===== src/utf8_stream_decoder_macros.svh =====
// ----------------------------------------------------------------------------
// utf8_stream_decoder_macros.svh
// Assertion macros used by the UTF-8 stream decoder (utf8_stream_decoder.sv).
// ----------------------------------------------------------------------------
`ifndef UTF8_STREAM_DECODER_MACROS_SVH
`define UTF8_STREAM_DECODER_MACROS_SVH

// Checks an implication on every clock edge outside reset.
`define UTF8SD_ASSERT(label, prop, msg) \
  label: assert property (@(posedge clk) disable iff (!rst_n) prop) else $error(msg);

// Checks a condition that must hold on every clock edge outside reset.
`define UTF8SD_ASSERT_ALWAYS(label, cond, msg) \
  `UTF8SD_ASSERT(label, 1'b1 |-> (cond), msg)

`endif


===== src/utf8sd_pkg.sv =====
// ----------------------------------------------------------------------------
// utf8sd_pkg
// Types and constants shared by the UTF-8 stream decoder modules.
// ----------------------------------------------------------------------------
`default_nettype none

package utf8sd_pkg;

  localparam int unsigned BYTE_W = 8;
  localparam int unsigned CP_W   = 21;
  localparam int unsigned PART_W = 18;
  localparam int unsigned CNT_W  = 2;

  // Result kind carried on tuser.
  typedef enum logic [1:0] {
    ST_CHAR    = 2'd0,
    ST_END     = 2'd1,
    ST_INVALID = 2'd2
  } status_t;

  // Decoder state carried between words.
  typedef struct packed {
    logic [CNT_W-1:0]  pending;
    logic [PART_W-1:0] partial;
    logic              discard;
  } dec_state_t;

  // One decode result.
  typedef struct packed {
    logic            valid;
    logic [CP_W-1:0] code_point;
    status_t         status;
  } dec_result_t;

endpackage

`default_nettype wire


===== src/utf8sd_step.sv =====
// ----------------------------------------------------------------------------
// utf8sd_step
// Per-byte decode logic: next decoder state and the optional result.
// ----------------------------------------------------------------------------
`default_nettype none

module utf8sd_step (
  input  wire logic [utf8sd_pkg::BYTE_W-1:0] data_byte,
  input  wire utf8sd_pkg::dec_state_t        cur,
  output utf8sd_pkg::dec_state_t             nxt,
  output utf8sd_pkg::dec_result_t            res
);

  logic                                      is_cont;
  logic [utf8sd_pkg::PART_W+5:0]             shifted;

  assign is_cont = (data_byte[7:6] == 2'b10);
  assign shifted = {cur.partial, data_byte[5:0]};

  always_comb begin
    nxt            = cur;
    res.valid      = 1'b0;
    res.code_point = '0;
    res.status     = utf8sd_pkg::ST_CHAR;

    if (data_byte == '0) begin
      // Terminator: drops any open character and clears all state.
      nxt        = '0;
      res.valid  = 1'b1;
      res.status = utf8sd_pkg::ST_END;
    end else if (cur.discard) begin
      nxt = cur;
    end else if (cur.pending != '0) begin
      if (!is_cont) begin
        nxt         = '0;
        nxt.discard = 1'b1;
        res.valid   = 1'b1;
        res.status  = utf8sd_pkg::ST_INVALID;
      end else begin
        nxt.pending = cur.pending - 2'd1;
        if (cur.pending == 2'd1) begin
          nxt.partial    = '0;
          res.valid      = 1'b1;
          res.code_point = shifted[utf8sd_pkg::CP_W-1:0];
        end else begin
          nxt.partial = shifted[utf8sd_pkg::PART_W-1:0];
        end
      end
    end else begin
      unique case (data_byte) inside
        8'b10??????: begin
          // Stray continuation word where a character should start.
          nxt = cur;
        end
        8'b0???????: begin
          res.valid      = 1'b1;
          res.code_point = {13'd0, data_byte};
        end
        8'b110?????: begin
          nxt.pending = 2'd1;
          nxt.partial = {13'd0, data_byte[4:0]};
        end
        8'b1110????: begin
          nxt.pending = 2'd2;
          nxt.partial = {14'd0, data_byte[3:0]};
        end
        8'b11110???: begin
          nxt.pending = 2'd3;
          nxt.partial = {15'd0, data_byte[2:0]};
        end
        default: begin
          nxt         = '0;
          nxt.discard = 1'b1;
          res.valid   = 1'b1;
          res.status  = utf8sd_pkg::ST_INVALID;
        end
      endcase
    end
  end

endmodule

`default_nettype wire


===== src/utf8_stream_decoder.sv =====
// ----------------------------------------------------------------------------
// utf8_stream_decoder
// Decodes a zero-terminated UTF-8 byte stream into code points.
// ----------------------------------------------------------------------------
// Usage: bytes arrive one per word on the in_ channel, and decoded results
// leave on the out_ channel. Both channels move a word on a clock edge where
// tvalid and tready are high together. Each input word produces zero or one
// result: one for a complete character, for the zero terminator (end) and for
// a broken sequence (invalid); lead and continuation words inside a character,
// stray continuation words and all other words in discard mode produce none.
// An accepted word is held in the input register, decoded, and its result
// registered in the result register, where it is visible on the out_ ports.
// Throughput is one word per cycle while the receiver does not stall, set by
// the single decode step between the input and result registers.
// A synchronous active-low reset empties both registers and clears the
// decoder state. When the receiver stalls, the result register holds its
// word, the input register holds one more, and in_tready then drops until
// out_tready returns.
// ----------------------------------------------------------------------------
`default_nettype none

`include "utf8_stream_decoder_macros.svh"

module utf8_stream_decoder (
  input  wire logic        clk,
  input  wire logic        rst_n,
  input  wire logic        in_tvalid,
  output logic             in_tready,
  input  wire logic [7:0]  in_tdata,   // [7:0] data_byte
  output logic             out_tvalid,
  input  wire logic        out_tready,
  output logic [23:0]      out_tdata,  // [20:0] code_point, [23:21] zero
  output logic [1:0]       out_tuser   // [1:0] status
);

  // Input register stage.
  logic                               in_valid_r;
  logic [utf8sd_pkg::BYTE_W-1:0]      in_byte_r;

  // Decoder state, updated when the held word is decoded.
  utf8sd_pkg::dec_state_t             st_r;
  utf8sd_pkg::dec_state_t             st_nxt;
  utf8sd_pkg::dec_result_t            res;

  // Result register stage.
  logic                               out_valid_r;
  logic [utf8sd_pkg::CP_W-1:0]        out_cp_r;
  utf8sd_pkg::status_t                out_status_r;

  logic                               out_free;
  logic                               advance;

  // The held word is decoded when the result register can take a new word.
  assign out_free  = !out_valid_r || out_tready;
  assign advance   = in_valid_r && out_free;
  assign in_tready = !in_valid_r || advance;

  utf8sd_step u_step (
    .data_byte (in_byte_r),
    .cur       (st_r),
    .nxt       (st_nxt),
    .res       (res)
  );

  always_ff @(posedge clk) begin
    if (!rst_n) begin
      in_valid_r <= 1'b0;
    end else if (in_tready) begin
      in_valid_r <= in_tvalid;
    end
  end

  always_ff @(posedge clk) begin
    if (in_tvalid && in_tready) begin
      in_byte_r <= in_tdata;
    end
  end

  always_ff @(posedge clk) begin
    if (!rst_n) begin
      st_r <= '0;
    end else if (advance) begin
      st_r <= st_nxt;
    end
  end

  always_ff @(posedge clk) begin
    if (!rst_n) begin
      out_valid_r <= 1'b0;
    end else if (out_free) begin
      out_valid_r <= advance && res.valid;
    end
  end

  always_ff @(posedge clk) begin
    if (advance && res.valid && out_free) begin
      out_cp_r     <= res.code_point;
      out_status_r <= res.status;
    end
  end

  assign out_tvalid = out_valid_r;
  assign out_tdata  = {3'd0, out_cp_r};
  assign out_tuser  = out_status_r;

  // A decoded terminator leaves the decoder fully cleared.
  `UTF8SD_ASSERT(a_term_clears, advance && (in_byte_r == '0) |=> (st_r == '0),
                 "terminator did not clear state")
  // Discard mode never keeps an open character.
  `UTF8SD_ASSERT_ALWAYS(a_discard_idle, !st_r.discard || (st_r.pending == '0),
                        "open character in discard mode")
  // With no character open, no partial bits are kept.
  `UTF8SD_ASSERT_ALWAYS(a_partial_clear, (st_r.pending != '0) || (st_r.partial == '0),
                        "stale partial value")
  // End and invalid results carry a zero code point.
  `UTF8SD_ASSERT_ALWAYS(a_zero_cp,
                        !out_valid_r || (out_status_r == utf8sd_pkg::ST_CHAR) ||
                        (out_cp_r == '0),
                        "nonzero code point in end or invalid result")

endmodule

`default_nettype wire

===== config.mk =====
export PLATFORM = sky130hd
export DESIGN_NAME = utf8_stream_decoder
export DESIGN_NICKNAME = d
export VERILOG_FILES = /design/src/utf8sd_pkg.sv /design/src/utf8sd_step.sv /design/src/utf8_stream_decoder.sv
export VERILOG_INCLUDE_DIRS = /design/src /design/src/src
export SDC_FILE = /design/constraint.sdc
export NUM_CORES = 1
export LEC_CHECK = 0
export BUFFER_PORTS_ARGS = -buffer_cell sky130_fd_sc_hd__buf_2
export CAP_MARGIN = 20
export CORE_ASPECT_RATIO = 0.6
export CORE_MARGIN = 2
export CORE_UTILIZATION = 61
export DETAILED_ROUTE_END_ITERATION = 7
export PLACE_DENSITY_LB_ADDON = 0.05
export SLEW_MARGIN = 20
export SYNTH_ARGS = -nofsm -noshare
export SYNTH_HDL_FRONTEND = slang
export SYNTH_HIERARCHICAL = 1
export SYNTH_SLANG_ARGS = --single-unit
export TNS_END_PERCENT = 50

===== constraint.sdc =====
create_clock -name clk -period 7.25 [get_ports clk]
set_clock_uncertainty 0.15 [all_clocks]
set_input_delay 0.725 -clock clk [delete_from_list [all_inputs] [get_ports clk]]
set_output_delay 0.725 -clock clk [all_outputs]
set_load 0.01 [all_outputs]

# Word-level counts from Yosys, hierarchy flattened
# Index checks and enable logic that the tools add are counted.
# classes
mux	18
add_sub_neg	1
eq_ne	7
n_reduce_logical	15
n_bitwise	1
# op_table
cell	n
21-bit two-way mux	4
20-bit case mux with 4 select lines	1
24-bit two-way mux	2
22-bit two-way mux	1
20-bit two-way mux	1
18-bit two-way mux	1
8-bit zero test	1
7-bit two-way mux	1
5-bit equality test (second input constant)	1
1-bit two-way mux	5
5-bit OR reduction	1
4-bit equality test (second input constant)	1
1-bit logical AND	4
2-bit two-way mux	2
2-bit OR reduction	2
4-bit OR reduction	1
3-bit equality test (second input constant)	1
3-bit by 1-bit != test with 1-bit output (second input constant)	1
3-bit AND reduction	1
2-bit by 1-bit equality test with 1-bit output (second input constant)	1
2-bit equality test (second input constant)	1
1-bit zero test	2
1-bit logical OR	2
2-bit by 1-bit != test with 1-bit output (second input constant)	1
3 further kinds	3
# totals
reg_bits	51
out_inout_bits	28

# Depth between registers and ports, before layout
# logic_depth
ltp_word	8
mapped_depth	9

# Modules after synthesis
# The synthesis kept the hierarchy.
# by_module_without_submodules
module	cells_each	seq_area_each_um2	n_inst	area_each_um2
utf8_stream_decoder	139	1391.3	1	1915.6
utf8sd_step	118	0.0	1	767.0

# Worst setup path before layout
# OpenSTA, ideal clock, no wires.
# synth_path
kind	reg-to-reg
from	register in_byte_r[3] in the netlist's numbering
to	register out_cp_r[0] in the netlist's numbering, enable pin
arrival_time_ps	2220
period_less_slack_ps	2772
stages_incl_launch_ff	5
path_buffers	0
setup_slack_ps	4478
t_required_ps	6697
path_cell_list	edfxtp_1 > or4_4 > o22ai_1 > nand2_1 > nor2_1
# synth_rtl
item	line_no	rtl
start, declared	utf8_stream_decoder.sv:38	logic [utf8sd_pkg::BYTE_W-1:0] in_byte_r;
start signal, assigned	utf8_stream_decoder.sv:75	in_byte_r <= in_tdata;
end signal, assigned	utf8_stream_decoder.sv:97	out_cp_r <= res.code_point;
end, declared	utf8_stream_decoder.sv:47	logic [utf8sd_pkg::CP_W-1:0] out_cp_r;

==> results.toml <==
[sta]
maxSlewViolCount = 0
clock.fmax_mhz = 386.8
tns_ps = 0
setup_viol = 0
hold_viol = 0
fin_crit_sh_pct = 35.66
setup_ws_ps = 4665
rsz0062_at_grt = "no"
fin_crit_ps = 2585
slew_headroom_pct = 53.67
tightest_slew_ps = 691.2

[layout]
diodes = 0
final_cell_count_no_fill = 315
mostFrequentLayoutCells = "nand2_1, buf_2, edfxtp_1"
drive_above_1_share_pct = 22.26
layout_commonest_cell = "nand2_1"
nets = 278
syn2layout_area_growth_pct = 7.868

[power_and_ir_drop]
power_density_nw_per_um2 = 198.4
leakagePower_nw = 1.043
total_power_w = 0.0005413
ir_drop_v = 0.0001228

[synthesis]
ys_warn_count = 6
synth.avg_cell_area_um2 = 10.58
syn_area_um2 = 2529
synth_cells = 239

[floorplan]
die_y_um = 53.87
io_pins = 40
design.core.area_um2 = 4054
die_area_um2 = 4693
die_w_um = 87.12
num_rows = 18
start_util_pct = 62.38

[global_routing]
grt_max_degree = 39
grt_overflow = 0
grt_pass1_wl_um = 7265
grt_pass1_vias = 1507
track_usage_pct = 20.99
grt_antenna_before_repair = 0

[critical_path]
max_stage_delay_ps = 530
crit_chain = "inv_1, ha_1, nand2b_1, nand2_1, a21oi_1, o22ai_1, nand2_1, nor2_4"
crit_fanout = 23
worstPathArrival_ps = 2380
crit_required_ps = 7050
path_common_cell = "nand2_1"
crit_path_top_delay_cell = "nor2_4"
worstSetupEndpointType = "register"
cp_num_buf_inv = 1
critPathLaunchType = "register"
crit_family = "simple AND/OR/NAND/NOR gates"
worstSetupPathType = "register to register"

[clock_tree]
cts_resized = 0
cts_hold_buffers = 0
clock-root-buffer = "clkbuf_8"
htree_levels = 2
cts_setup_buffers = 0
clk_path_buf_depth = 2
path_clk_slew_ps = 90
cts_tree = "yes"
clkLatencyLatePin_ps = 310
cts_buffers = 5
cts.sinks = 51

[status]
status = "finished, final reports clean"

[detailed_routing]
vias_per_cell = 5.537
drtAntennaViolNets = 0
drc_errors = 0
first_pass_iters = 4
totalWireLength_um = 4524
wl_per_cell_um = 14.36
routed-via-count = 1744
drt_iter0_markers = 174

[placed_design]
place_congestion = 0.9093
dp_hpwl_um = 3044
dp_slack_ps = 4352
place_inst = 307
port_buffers = 36

[worst_hold_path]
hp-class = "register to register"

[run]
cap_viol_max_count = 0
==> through the flow <==
stage | cell area [µm²] | hold WS, ps | utilization, %
after floorplan | 2536 | 293.6 | -
after global placement | 2624 | 309.5 | 64.72
after detailed placement | 2624 | 318.1 | 64.72
after CTS | 2718 | 329.9 | 67.04
after global routing | 2728 | 348.9 | 67.28
final | 2728 | 329.7 | 67.28
==> report_power, final <==
group	total [W]	internal, W	switching [W]
Sequential	0.000323	0.000316	0.00000698
Clock	0.000168	0.0000762	0.0000916
Combinational	0.0000505	0.0000191	0.0000314
Total	0.000541	0.000411	0.000130
==> sequential cells by signal, summed over array words and instances, names as in the netlist <==
name and count:
in_byte_r 8, out_tuser 2, out_tvalid 1, out_cp_r 21, st_r 18, in_valid_r 1
==> worst register-to-register path, stage by stage (launching register included) <==
cell,delay [ps]
dfxtp_1,360
inv_1,90
ha_1,380
nand2b_1,250
nand2_1,80
a21oi_1,50
o22ai_1,210
nand2_1,130
nor2_4,530
==> layout make-up <==
cell class	count	area [µm²]
clock buffer	6	82.58
clock inverter	2	11.26
fill	329	1326
inverter	5	18.77
multi-input combinational	165	1041
sequential	51	1331
tap	50	62.56
timing repair buffer	36	180.2
==> layer usage <==
layer  wire length [µm]  GRT usage (%)  up-vias
li1                   -              -      875
met1               2314          30.79      800
met2               1850          30.03       61
met3                290          5.521        8
met4                 69          7.692        0
met5                  0              0        -
==> final timing paths <==
kind             from           to  slack, ps  cells past startpoint
max reg2reg  st_r[19]  out_cp_r[7]       4660                      8
max          st_r[19]  out_cp_r[7]       4660                      8
min          st_r[11]     st_r[11]        330                      2
min reg2reg  st_r[11]     st_r[11]        330                      2
No activity file was read; power rests on OpenSTA's default activity.
